[config.mk]
export PLATFORM = sky130hd
export DESIGN_NAME = min_heap_priority_queue_core
export DESIGN_NICKNAME = d
export VERILOG_FILES = /design/src/design/mhpq_pkg.sv /design/src/design/min_heap_priority_queue_core.sv /design/src/design/mhpq_store.sv /design/src/design/mhpq_engine.sv
export SDC_FILE = /design/constraint.sdc
export NUM_CORES = 2
export LEC_CHECK = 0
export BUFFER_PORTS_ARGS = -buffer_cell sky130_fd_sc_hd__buf_2
export CAP_MARGIN = 0
export CORE_ASPECT_RATIO = 1.4
export CORE_MARGIN = 2
export CORE_UTILIZATION = 55
export CTS_BUF_LIST = sky130_fd_sc_hd__clkbuf_16
export DETAILED_ROUTE_END_ITERATION = 6
export PLACE_DENSITY = 0.71
export SYNTH_ARGS = -nofsm -noshare
export SYNTH_HDL_FRONTEND = slang
export SYNTH_HIERARCHICAL = 1
export SYNTH_SLANG_ARGS = --single-unit
[constraint.sdc]
create_clock -name clock -period 18.84 [get_ports clock]
set_input_delay 2.826 -clock clock [delete_from_list [all_inputs] [get_ports clock]]
set_output_delay 2.826 -clock clock [all_outputs]
set_load 0.02 [all_outputs]
[src/design/mhpq_pkg.sv]
// ----------------------------------------------------------------------------
// mhpq_pkg
// Shared types and constants for the binary min-heap priority queue.
// ----------------------------------------------------------------------------
package mhpq_pkg;

   localparam int CAPACITY_DEF = 64;

   localparam int OPC_W   = 2;
   localparam int KEY_W   = 32;
   localparam int IDX_W   = 6;
   localparam int ST_W    = 3;
   localparam int COUNT_W = 7;

   // request tdata: key, index, padded to whole bytes
   localparam int REQ_TDATA_W = 40;
   // response tdata: removed_key, min_key, entry_count, padded to whole bytes
   localparam int RSP_TDATA_W = 72;

   typedef enum logic [OPC_W-1:0] {
      OP_INSERT   = 2'd0,
      OP_EXTRACT  = 2'd1,
      OP_DECREASE = 2'd2,
      OP_DELETE   = 2'd3
   } opcode_type;

   typedef enum logic [ST_W-1:0] {
      ST_OK         = 3'd0,
      ST_FULL       = 3'd1,
      ST_EMPTY      = 3'd2,
      ST_BADIDX     = 3'd3,
      ST_NOTSMALLER = 3'd4
   } status_type;

   typedef struct packed {
      status_type               status;
      logic signed [KEY_W-1:0]  removed_key;
      logic signed [KEY_W-1:0]  min_key;
      logic [COUNT_W-1:0]       entry_count;
   } rsp_type;

endpackage

[src/design/min_heap_priority_queue_core.sv]
// Each request walks the heap one level at a time, with a read and then a
// compare-and-write per level; delete walks up to the root and then down.
// Throughput: one request at a time, bounded by the read-compare-write loop
// on the single heap memory.
// Reset: synchronous, clears the key count; heap memory is not cleared.
// ----------------------------------------------------------------------------
// min_heap_priority_queue_core
// Binary min-heap priority queue over signed 32-bit keys, stream interface.
// ----------------------------------------------------------------------------
module min_heap_priority_queue_core #(
   parameter int CAPACITY = mhpq_pkg::CAPACITY_DEF
) (
   input  logic                                clock,
   input  logic                                reset,
   input  logic                                req_tvalid,
   output logic                                req_tready,
   // [31:0] key, [37:32] index, [39:38] zero
   input  logic [mhpq_pkg::REQ_TDATA_W-1:0]    req_tdata,
   // [1:0] opcode
   input  logic [mhpq_pkg::OPC_W-1:0]          req_tuser,
   output logic                                rsp_tvalid,
   input  logic                                rsp_tready,
   // [31:0] removed_key, [63:32] min_key, [70:64] entry_count, [71] zero
   output logic [mhpq_pkg::RSP_TDATA_W-1:0]    rsp_tdata,
   // [2:0] status
   output logic [mhpq_pkg::ST_W-1:0]           rsp_tuser
);
   import mhpq_pkg::*;

   localparam int AW = $clog2(CAPACITY);

   logic                    rd_en, wr_en, done, out_free;
   logic [AW-1:0]           rd_addr_a, rd_addr_b, wr_addr;
   logic signed [KEY_W-1:0] rd_data_a, rd_data_b, wr_data;
   rsp_type                 rsp;

   logic                    rsp_valid_ff, rsp_valid_in;
   logic [RSP_TDATA_W-1:0]  rsp_data_ff;
   logic [ST_W-1:0]         rsp_user_ff;

   mhpq_store #(
      .CAPACITY (CAPACITY)
   ) u_store (
      .clock     (clock),
      .rd_en     (rd_en),
      .rd_addr_a (rd_addr_a),
      .rd_addr_b (rd_addr_b),
      .rd_data_a (rd_data_a),
      .rd_data_b (rd_data_b),
      .wr_en     (wr_en),
      .wr_addr   (wr_addr),
      .wr_data   (wr_data)
   );

   mhpq_engine #(
      .CAPACITY (CAPACITY)
   ) u_engine (
      .clock      (clock),
      .reset      (reset),
      .req_valid  (req_tvalid),
      .req_opcode (opcode_type'(req_tuser)),
      .req_key    (req_tdata[KEY_W-1:0]),
      .req_index  (req_tdata[KEY_W+IDX_W-1:KEY_W]),
      .req_ready  (req_tready),
      .out_free   (out_free),
      .done       (done),
      .rsp        (rsp),
      .rd_en      (rd_en),
      .rd_addr_a  (rd_addr_a),
      .rd_addr_b  (rd_addr_b),
      .rd_data_a  (rd_data_a),
      .rd_data_b  (rd_data_b),
      .wr_en      (wr_en),
      .wr_addr    (wr_addr),
      .wr_data    (wr_data)
   );

   // hold the result until taken; the engine may start the next request
   assign out_free     = !rsp_valid_ff || rsp_tready;
   assign rsp_valid_in = done || (rsp_valid_ff && !rsp_tready);

   always_ff @(posedge clock) begin
      if (reset) begin
         rsp_valid_ff <= 1'b0;
      end else begin
         rsp_valid_ff <= rsp_valid_in;
      end
      if (done) begin
         rsp_data_ff <= RSP_TDATA_W'({rsp.entry_count, rsp.min_key, rsp.removed_key});
         rsp_user_ff <= rsp.status;
      end
   end

   assign rsp_tvalid = rsp_valid_ff;
   assign rsp_tdata  = rsp_data_ff;
   assign rsp_tuser  = rsp_user_ff;

endmodule

[src/design/mhpq_store.sv]
// ----------------------------------------------------------------------------
// mhpq_store
// Heap key array: one write port, two registered read ports.
// ----------------------------------------------------------------------------
module mhpq_store #(
   parameter int CAPACITY = mhpq_pkg::CAPACITY_DEF
) (
   input  logic                                clock,
   input  logic                                rd_en,
   input  logic [$clog2(CAPACITY)-1:0]         rd_addr_a,
   input  logic [$clog2(CAPACITY)-1:0]         rd_addr_b,
   output logic signed [mhpq_pkg::KEY_W-1:0]   rd_data_a,
   output logic signed [mhpq_pkg::KEY_W-1:0]   rd_data_b,
   input  logic                                wr_en,
   input  logic [$clog2(CAPACITY)-1:0]         wr_addr,
   input  logic signed [mhpq_pkg::KEY_W-1:0]   wr_data
);
   import mhpq_pkg::*;

   logic signed [KEY_W-1:0] mem [CAPACITY];

   always_ff @(posedge clock) begin
      if (wr_en) begin
         mem[wr_addr] <= wr_data;
      end
   end

   always_ff @(posedge clock) begin
      if (rd_en) begin
         rd_data_a <= mem[rd_addr_a];
         rd_data_b <= mem[rd_addr_b];
      end
   end

endmodule

[src/design/mhpq_engine.sv]
// ----------------------------------------------------------------------------
// mhpq_engine
// Sequencer for insert, extract, decrease and delete on the heap array.
// ----------------------------------------------------------------------------
module mhpq_engine #(
   parameter int CAPACITY = mhpq_pkg::CAPACITY_DEF
) (
   input  logic                                clock,
   input  logic                                reset,
   input  logic                                req_valid,
   input  mhpq_pkg::opcode_type                req_opcode,
   input  logic signed [mhpq_pkg::KEY_W-1:0]   req_key,
   input  logic [mhpq_pkg::IDX_W-1:0]          req_index,
   output logic                                req_ready,
   input  logic                                out_free,
   output logic                                done,
   output mhpq_pkg::rsp_type                   rsp,
   output logic                                rd_en,
   output logic [$clog2(CAPACITY)-1:0]         rd_addr_a,
   output logic [$clog2(CAPACITY)-1:0]         rd_addr_b,
   input  logic signed [mhpq_pkg::KEY_W-1:0]   rd_data_a,
   input  logic signed [mhpq_pkg::KEY_W-1:0]   rd_data_b,
   output logic                                wr_en,
   output logic [$clog2(CAPACITY)-1:0]         wr_addr,
   output logic signed [mhpq_pkg::KEY_W-1:0]   wr_data
);
   import mhpq_pkg::*;

   localparam int AW   = $clog2(CAPACITY);
   localparam int CW   = $clog2(CAPACITY + 1);
   localparam int CHW  = AW + 2;
   localparam int CMPW = (CW > IDX_W) ? CW : IDX_W;

   typedef enum logic [3:0] {
      S_IDLE,
      S_DEC_RD,
      S_DEC_CHK,
      S_DEL_RD,
      S_DEL_CAP,
      S_SH_ISSUE,
      S_SH_WR,
      S_EX_RD,
      S_EX_CAP,
      S_UP_ISSUE,
      S_UP_CMP,
      S_DN_ISSUE,
      S_DN_CMP,
      S_FIN_RD,
      S_OUT
   } state_type;

   state_type               state_ff, state_in;
   opcode_type              op_ff, op_in;
   logic signed [KEY_W-1:0] key_ff, key_in;
   logic signed [KEY_W-1:0] removed_ff, removed_in;
   logic [AW-1:0]           pos_ff, pos_in;
   logic [CW-1:0]           count_ff, count_in;
   status_type              status_ff, status_in;

   logic [AW-1:0]           parent;
   logic [CHW-1:0]          left_w, right_w, count_ch;
   logic                    left_ok, right_ok, take_l, take_r, bad_idx;
   logic signed [KEY_W-1:0] best_val;

   assign parent   = (pos_ff - AW'(1)) >> 1;
   assign left_w   = {1'b0, pos_ff, 1'b1};
   assign right_w  = {1'b0, pos_ff, 1'b0} + CHW'(2);
   assign count_ch = CHW'(count_ff);
   assign left_ok  = left_w < count_ch;
   assign right_ok = right_w < count_ch;
   assign take_l   = left_ok && (rd_data_a < key_ff);
   assign best_val = take_l ? rd_data_a : key_ff;
   assign take_r   = right_ok && (rd_data_b < best_val);
   assign bad_idx  = CMPW'(req_index) >= CMPW'(count_ff);

   assign req_ready = (state_ff == S_IDLE);
   assign done      = (state_ff == S_OUT) && out_free;

   always_comb begin
      rsp.status      = status_ff;
      rsp.removed_key = removed_ff;
      rsp.min_key     = (count_ff != '0) ? rd_data_a : '0;
      rsp.entry_count = COUNT_W'(count_ff);
   end

   always_comb begin
      state_in   = state_ff;
      op_in      = op_ff;
      key_in     = key_ff;
      removed_in = removed_ff;
      pos_in     = pos_ff;
      count_in   = count_ff;
      status_in  = status_ff;
      rd_en      = 1'b0;
      rd_addr_a  = pos_ff;
      rd_addr_b  = pos_ff;
      wr_en      = 1'b0;
      wr_addr    = pos_ff;
      wr_data    = key_ff;

      case (state_ff)
         S_IDLE: begin
            if (req_valid) begin
               op_in      = req_opcode;
               key_in     = req_key;
               removed_in = '0;
               status_in  = ST_OK;
               state_in   = S_FIN_RD;
               case (req_opcode)
                  OP_INSERT: begin
                     if (count_ff >= CW'(CAPACITY)) begin
                        status_in = ST_FULL;
                     end else begin
                        pos_in   = AW'(count_ff);
                        count_in = count_ff + CW'(1);
                        state_in = S_UP_ISSUE;
                     end
                  end
                  OP_EXTRACT: begin
                     if (count_ff == '0) begin
                        status_in = ST_EMPTY;
                     end else begin
                        state_in = S_EX_RD;
                     end
                  end
                  OP_DECREASE: begin
                     if (bad_idx) begin
                        status_in = ST_BADIDX;
                     end else begin
                        pos_in   = AW'(req_index);
                        state_in = S_DEC_RD;
                     end
                  end
                  OP_DELETE: begin
                     if (bad_idx) begin
                        status_in = ST_BADIDX;
                     end else begin
                        pos_in   = AW'(req_index);
                        state_in = S_DEL_RD;
                     end
                  end
                  default: begin
                     status_in = ST_OK;
                  end
               endcase
            end
         end
         S_DEC_RD: begin
            rd_en    = 1'b1;
            state_in = S_DEC_CHK;
         end
         S_DEC_CHK: begin
            if (key_ff > rd_data_a) begin
               status_in = ST_NOTSMALLER;
               state_in  = S_FIN_RD;
            end else begin
               state_in = S_UP_ISSUE;
            end
         end
         S_DEL_RD: begin
            rd_en    = 1'b1;
            state_in = S_DEL_CAP;
         end
         S_DEL_CAP: begin
            removed_in = rd_data_a;
            state_in   = S_SH_ISSUE;
         end
         // pull each ancestor down one level; the root is then taken out
         S_SH_ISSUE: begin
            if (pos_ff == '0) begin
               state_in = S_EX_RD;
            end else begin
               rd_en     = 1'b1;
               rd_addr_a = parent;
               state_in  = S_SH_WR;
            end
         end
         S_SH_WR: begin
            wr_en    = 1'b1;
            wr_data  = rd_data_a;
            pos_in   = parent;
            state_in = S_SH_ISSUE;
         end
         S_EX_RD: begin
            rd_en     = 1'b1;
            rd_addr_a = '0;
            rd_addr_b = AW'(count_ff - CW'(1));
            count_in  = count_ff - CW'(1);
            state_in  = S_EX_CAP;
         end
         S_EX_CAP: begin
            if (op_ff == OP_EXTRACT) begin
               removed_in = rd_data_a;
            end
            key_in   = rd_data_b;
            pos_in   = '0;
            state_in = S_DN_ISSUE;
         end
         // hole moves up while the parent is strictly larger
         S_UP_ISSUE: begin
            if (pos_ff == '0) begin
               wr_en    = 1'b1;
               state_in = S_FIN_RD;
            end else begin
               rd_en     = 1'b1;
               rd_addr_a = parent;
               state_in  = S_UP_CMP;
            end
         end
         S_UP_CMP: begin
            wr_en = 1'b1;
            if (rd_data_a > key_ff) begin
               wr_data  = rd_data_a;
               pos_in   = parent;
               state_in = S_UP_ISSUE;
            end else begin
               state_in = S_FIN_RD;
            end
         end
         S_DN_ISSUE: begin
            rd_en     = 1'b1;
            rd_addr_a = AW'(left_w);
            rd_addr_b = AW'(right_w);
            state_in  = S_DN_CMP;
         end
         // left child wins a tie between the children
         S_DN_CMP: begin
            wr_en = 1'b1;
            if (take_r) begin
               wr_data  = rd_data_b;
               pos_in   = AW'(right_w);
               state_in = S_DN_ISSUE;
            end else if (take_l) begin
               wr_data  = rd_data_a;
               pos_in   = AW'(left_w);
               state_in = S_DN_ISSUE;
            end else begin
               state_in = S_FIN_RD;
            end
         end
         S_FIN_RD: begin
            rd_en     = 1'b1;
            rd_addr_a = '0;
            state_in  = S_OUT;
         end
         S_OUT: begin
            if (out_free) begin
               state_in = S_IDLE;
            end
         end
         default: begin
            state_in = S_IDLE;
         end
      endcase
   end

   always_ff @(posedge clock) begin
      if (reset) begin
         state_ff <= S_IDLE;
         count_ff <= '0;
      end else begin
         state_ff <= state_in;
         count_ff <= count_in;
      end
      op_ff      <= op_in;
      key_ff     <= key_in;
      removed_ff <= removed_in;
      pos_ff     <= pos_in;
      status_ff  <= status_in;
   end

endmodule

After elaboration in Yosys (flattened, before gate mapping)
Memory sizes are Yosys's and may differ from the RTL's. A register that Yosys moved wholly into a read port is not among the register bits.
Index checks and enable logic that the tools add are counted.

cells by class
  add/subtract/negate cells = 4
  multipliers = 0
  divide/modulo/power cells = 0
  magnitude comparators = 8
  eq/ne operators = 29
  shifts and indexed selects = 0
  mux-type cells = 51
  bitwise gates (word level) = 0
  reduce and logical (&&, ||, !) cells = 31

operators by type and width
  operator                                                          number
  32-bit two-way mux                                                6
  32-bit case mux with 3 select lines                               2
  32-bit > comparator                                               2
  32-bit less-than comparator                                       2
  32-bit case mux with 2 select lines                               1
  4-bit case mux with 14 select lines                               1
  6-bit two-way mux                                                 7
  6-bit case mux with 5 select lines                                1
  4-bit == test (second input constant)                             7
  4-bit two-way mux                                                 6
  6-bit case mux with 2 select lines                                2
  3-bit two-way mux                                                 7
  7-bit two-way mux                                                 3
  6-bit case mux with 3 select lines                                1
  4-bit by 3-bit == test with 1-bit output (second input constant)  4
  4-bit case mux with 4 select lines                                1
  7-bit case mux with 2 select lines                                1
  2-bit by 1-bit != test with 1-bit output (second input constant)  5
  3-bit case mux with 3 select lines                                1
  7-bit by 2-bit adder with 8-bit output (second input constant)    1
  4-bit by 2-bit == test with 1-bit output (second input constant)  2
  8-bit by 7-bit less-than comparator with 1-bit output             1
  2-bit OR reduction                                                4
  7-bit by 1-bit adder with 7-bit output (second input constant)    1
  33 further kinds                                                  54

storage, ports and cells
  register bits = 161
  bits in latches = 0
  memory bits (writable) = 2048
  memory bits (read-only) = 0
  bits of input ports = 46
  logic and storage cells = 135
  memories kept = 1

memory list
  name         depth  width  read ports  clocked after Yosys merged registers in  write ports  line              RTL
  u_store.mem  64     32     2           2                                        1            mhpq_store.sv:20  logic signed [KEY_W-1:0] mem [CAPACITY];

Logic depth before layout (Yosys ltp)
  word-level depth = 7
  depth in mapped cells = 22

By module
Netlist, hierarchy kept.

modules (own cells, without submodules)
  module                        times used  cells an instance  area an instance (sq um)  sequential area each (sq um)
  mhpq_store                    1           4409               96356.2                   63420.8
  mhpq_engine                   1           954                8603.3                    2472.4
  min_heap_priority_queue_core  1           80                 2279.7                    2242.2

Worst setup path after synthesis
No wires, ideal clock.

  path type = input port to flip-flop
  start = in rsp_tready
  end = reg rsp_valid_ff (netlist: rsp_tvalid)
  arrival = 8.593 ns
  required time = 18.762 ns
  setup slack = 10.169 ns
  cell stages on the path = 5
  buffers on the path = 0
  cells stage by stage = nand2b_4 > inv_1 > nor3_1 > inv_1 > a21oi_2

between the ends
  word-level cells in the longest chain between the ends = 3
  elaborated cells on any way between the ends = 5
  classes of those cells = reduce/logical (5)

RTL lines
  element               line                                RTL
  start, declared       min_heap_priority_queue_core.sv:22  input logic rsp_tready,
  1-bit logical OR      min_heap_priority_queue_core.sv:79  assign out_free = !rsp_valid_ff || rsp_tready;
  1-bit logical AND     mhpq_engine.sv:77                   assign done = (state_ff == S_OUT) && out_free;
  net done              min_heap_priority_queue_core.sv:32  logic rd_en, wr_en, done, out_free;
  1-bit logical OR      min_heap_priority_queue_core.sv:80  assign rsp_valid_in = done || (rsp_valid_ff && !rsp_tready);
  end signal, assigned  min_heap_priority_queue_core.sv:86  rsp_valid_ff <= rsp_valid_in;
  end, declared         min_heap_priority_queue_core.sv:37  logic rsp_valid_ff, rsp_valid_in;

The timed path passes the listed nets, and every way through them passes these cells.
A chain may end at the register's enable or synchronous reset.

Final worst setup path
  start = reg u_engine.count_ff[6]
  end = mem u_store.mem[20][8], data pin

between the ends
  word-level cells in the longest chain between the ends = 7
  elaborated cells on any way between the ends = 8
  classes of those cells = order compare (3); mux (3); reduce/logical (2)

RTL lines
  element                                line                                   RTL
  start, declared                        mhpq_engine.sv:57                      logic [CW-1:0] count_ff, count_in;
  start signal, assigned                 mhpq_engine.sv:263                     count_ff <= count_in;
  7-bit less-than comparator             mhpq_engine.sv:69                      assign left_ok = left_w < count_ch;
  1-bit logical AND                      mhpq_engine.sv:71                      assign take_l = left_ok && (rd_data_a < key_ff);
  32-bit two-way mux                     mhpq_engine.sv:72, mhpq_engine.sv:233
  32-bit less-than comparator            mhpq_engine.sv:73                      assign take_r = right_ok && (rd_data_b < best_val);
  1-bit logical AND                      mhpq_engine.sv:73
  32-bit two-way mux *                   mhpq_engine.sv:229                     if (take_r) begin
  32-bit case mux with 3 select lines *  mhpq_engine.sv:101                     case (state_ff)
  net wr_data[8]                         min_heap_priority_queue_core.sv:34     logic signed [KEY_W-1:0] rd_data_a, rd_data_b, wr_data;
  end, declared                          mhpq_store.sv:20

The timed path passes the listed nets; every way through them passes the cells marked *.

==> results.tsv <==
stage	metric	value	unit
outcome	status	finished, final reports clean	
drt	wl_per_cell	37.1	µm
grt	grt_use_total	0.309	
pwr	power	0.0236	W
synth	synthesis.nets	5575	
pwr	peakVddDrop	181	µV
timing	rsz0062_at_grt	false	
finish	final_common_cell	edfxtp_1	
cts	root_buffer	clkbuf_16	
synth	ys_ff_latch	2273	
synth	synth_top_family_by_area	multiplexers	
grt	antenna_found_initial	11	
run	cap_viol_max_count	0	
timing	finalMaxSlewViolations	0	
critical_path	crit_fanout	64	
synth	synth_cell_types	81	
grt	grt_pass1_vias	60700	
synth	synthArstFlopShare	0	
drt	wl_met3	33.0	mm
synth	synth-simple-area-share	0.0214	
synth	synth_compound_area_frac	0.0380	
cts	cts.clk_slew.worst_paths	0.07	ns
finish	drive_above_1_share	0.344	
synth	synth-seq-area-share	0.635	
finish	nets	5689	
synth	synth-xor-area-share	0.00147	
synth	synthMuxAreaShare	0.270	
die	die_h	526	µm
hold_path	min_path_type	reg -> reg	
critical_path	arrival	9.04	ns
drt	ant_nets	0	
drt	drt-total-wl	305	mm
finish	area_delta_synth_final	10.3	%
synth	synthAdderAreaFrac	0.0100	
pwr	p_leak	37.5	nW
cts	htree_levels	4	
place	io_buffers	119	
cts	post_cts_buffers	0	
drt	drtIter0Drc	7898	
cts	cts_sinks	2273	
place	place_hpwl	178	mm
cts	ctsHoldBuffers	0	
synth	syn-cell-area	107000	µm²
place	place_congestion	0.905	
synth	yosys_warnings	6	
die	fp.dieW	377	µm
die	rows	191	
cts	cts_resized	0	
timing	min_period	8.49	ns
synth	syn_avg_cell_area	19.7	µm²
critical_path	start_kind	register	
cts	clockBufferDepth	4	
drt	wl_met1	107	mm
synth	netlist_instances	5443	
critical_path	critPathRequiredTime	19.39	ns
drt	vias_per_cell	7.32	
timing	skew	0.0507	ns
drt	drc	0	
die	start_util	0.554	
drt	drtPass1Iterations	6	
drt	dr.max_layer_used	met5	
grt	grt_pass1_wl	435	mm
drt	vias	60200	
timing	fmax	118	MHz
die	core_area	194000	µm²
die	die-area	199000	µm²
synth	synthFlopType	edfxtp_1	
grt	grt_max_degree	121	
critical_path	endpoint_kind	register	
die	io_pins	123	
timing	min_period_over_period	0.451	
timing	max_slew_margin	0.146	
timing	timing.setup.tns	0	ns
cts	cts-buffers-inserted	213	
pwr	cellPowerDensity	200	nW/µm²
synth	synth_edf_count	2261	
critical_path	path_class	reg -> reg	
finish	final_cell_mix	2261 x edfxtp_1, 1124 x mux4_2, 249 x mux2i_1, 215 x clkbuf_16, 181 x buf_4	
timing	worstMarginPinSlew	1.27	ns
cts	cts_tree	yes	
timing	hold_viol	0	
cts	clk_latency	0.89	ns
grt	overflow	0	
timing	setup_viol	0	
drt	wl_met2	151	mm
-- cell families (layout without fill, tap and decap cells) --
family | Yosys count | count (layout)
AOI/OAI and AO/OA | 581 | 581
xor gates and xnor gates | 18 | 18
adders and majority gates | 86 | 86
buffers and inverters | 527 | 797
DFF | 2273 | 2273
muxes | 1467 | 1467
other | 1 | 4
and+or+nand+nor | 490 | 490
-- metal layers --
metal,up-vias,track usage
met5,-,0
met2,3932,0.506
met4,8,0.122
met1,31900,0.408
met3,718,0.0645
li1,23600,-
-- sequential cells by signal, indices dropped and copies added (netlist names), 4 cells and up --
signal and cells:
u_store/rd_data_b 32, u_engine/state_ff 4, u_engine/key_ff 32, rsp_tdata 71, u_engine/wr_addr 6, u_engine/removed_ff 32
u_store/mem 2048, u_engine/count_ff 7, u_store/rd_data_a 32
-- stage by stage --
step / hold slack [ns] / instances / utilization / instance area (µm²) / setup slack [ns]
floorplan: 0.400 / 5443 / - / 107000 / 10.17
global placement: 0.408 / 7851 / 0.576 / 111000 / 10.66
detailed placement: 0.405 / 7851 / 0.576 / 111000 / 10.52
CTS: 0.416 / 8222 / 0.611 / 118000 / 10.46
global route: 0.423 / 8223 / 0.611 / 118000 / 10.07
finish: 0.418 / 8225 / 0.611 / 118000 / 10.35
-- report_power, final --
part	switching [W]	internal [W]	total (W)
clock network	0.00187	0.00240	0.00427
logic	0.00731	0.00495	0.0123
registers	0.000198	0.00690	0.00710
total	0.00937	0.0143	0.0236
-- Yosys cell counts (all sizes together), types with 8 or more instances --
master  count  area [µm²]
a211oi     20         150
a21oi     115         583
a221oi     14         123
a22oi      95         713
a31oi      39         244
a32oi      10        87.6
and2       10        62.6
buf       239        1450
clkbuf    170         638
dfxtp      12         240
edfxtp   2261       67900
ha         86        1080
inv       115         432
mux2       94        1160
mux2i     249        2490
mux4     1124       25300
nand2     165         627
nand2b     21         139
nand3      20         100
nand4      13        81.3
nor2      134         505
nor2b      29         181
nor3       58         290
nor4        8        62.6
o211ai     31         233
o21ai      86         430
o221ai     47         574
o22ai      59         369
o32a        9        90.1
xnor2      17         149
-- worst max-delay path, cell delays in order (launching register included) --
cell and delay [ns]:
dfxtp_1 0.47, clkinv_1 0.89, ha_1 0.67, a21oi_1 0.06, a21oi_1 0.51, a21oi_2 0.06
and3_1 0.26, nor2_4 0.39, buf_4 0.51, mux2i_1 0.31, ha_1 0.28, o21a_1 0.17
o21a_1 0.15, o21ai_0 0.33, a21oi_1 0.25, o41ai_1 0.43, nand3_1 0.40, nand2_4 0.72
mux2_2 0.44, o221ai_4 0.16, buf_4 0.55
-- path summary, 6_finish.rpt --
check                                                           start                           end  slack (ns)  cells after the start
worst max register to register      u_engine/count_ff[6]$_SDFFE_PP0P_  u_store/mem[20][8]$_DFFE_PP_       10.35                     20
worst min register to register  u_engine/removed_ff[21]$_SDFFCE_PN0P_       rsp_tdata[21]$_DFFE_PP_        0.42                      0
worst min-delay path            u_engine/removed_ff[21]$_SDFFCE_PN0P_       rsp_tdata[21]$_DFFE_PP_        0.42                      0
worst max-delay path                u_engine/count_ff[6]$_SDFFE_PP0P_  u_store/mem[20][8]$_DFFE_PP_       10.35                     20
-- final cells by class --
class	count	area [µm²]
clock buffer	215	5380
sequential	2273	68100
multi-input combinational	2643	37700
tap	2509	3140
clock inverter	156	1390
fill	13400	75300
timing repair buffer	308	2110
antenna	3	7.51
inverter	118	443
(Power assumes the default switching activity.)
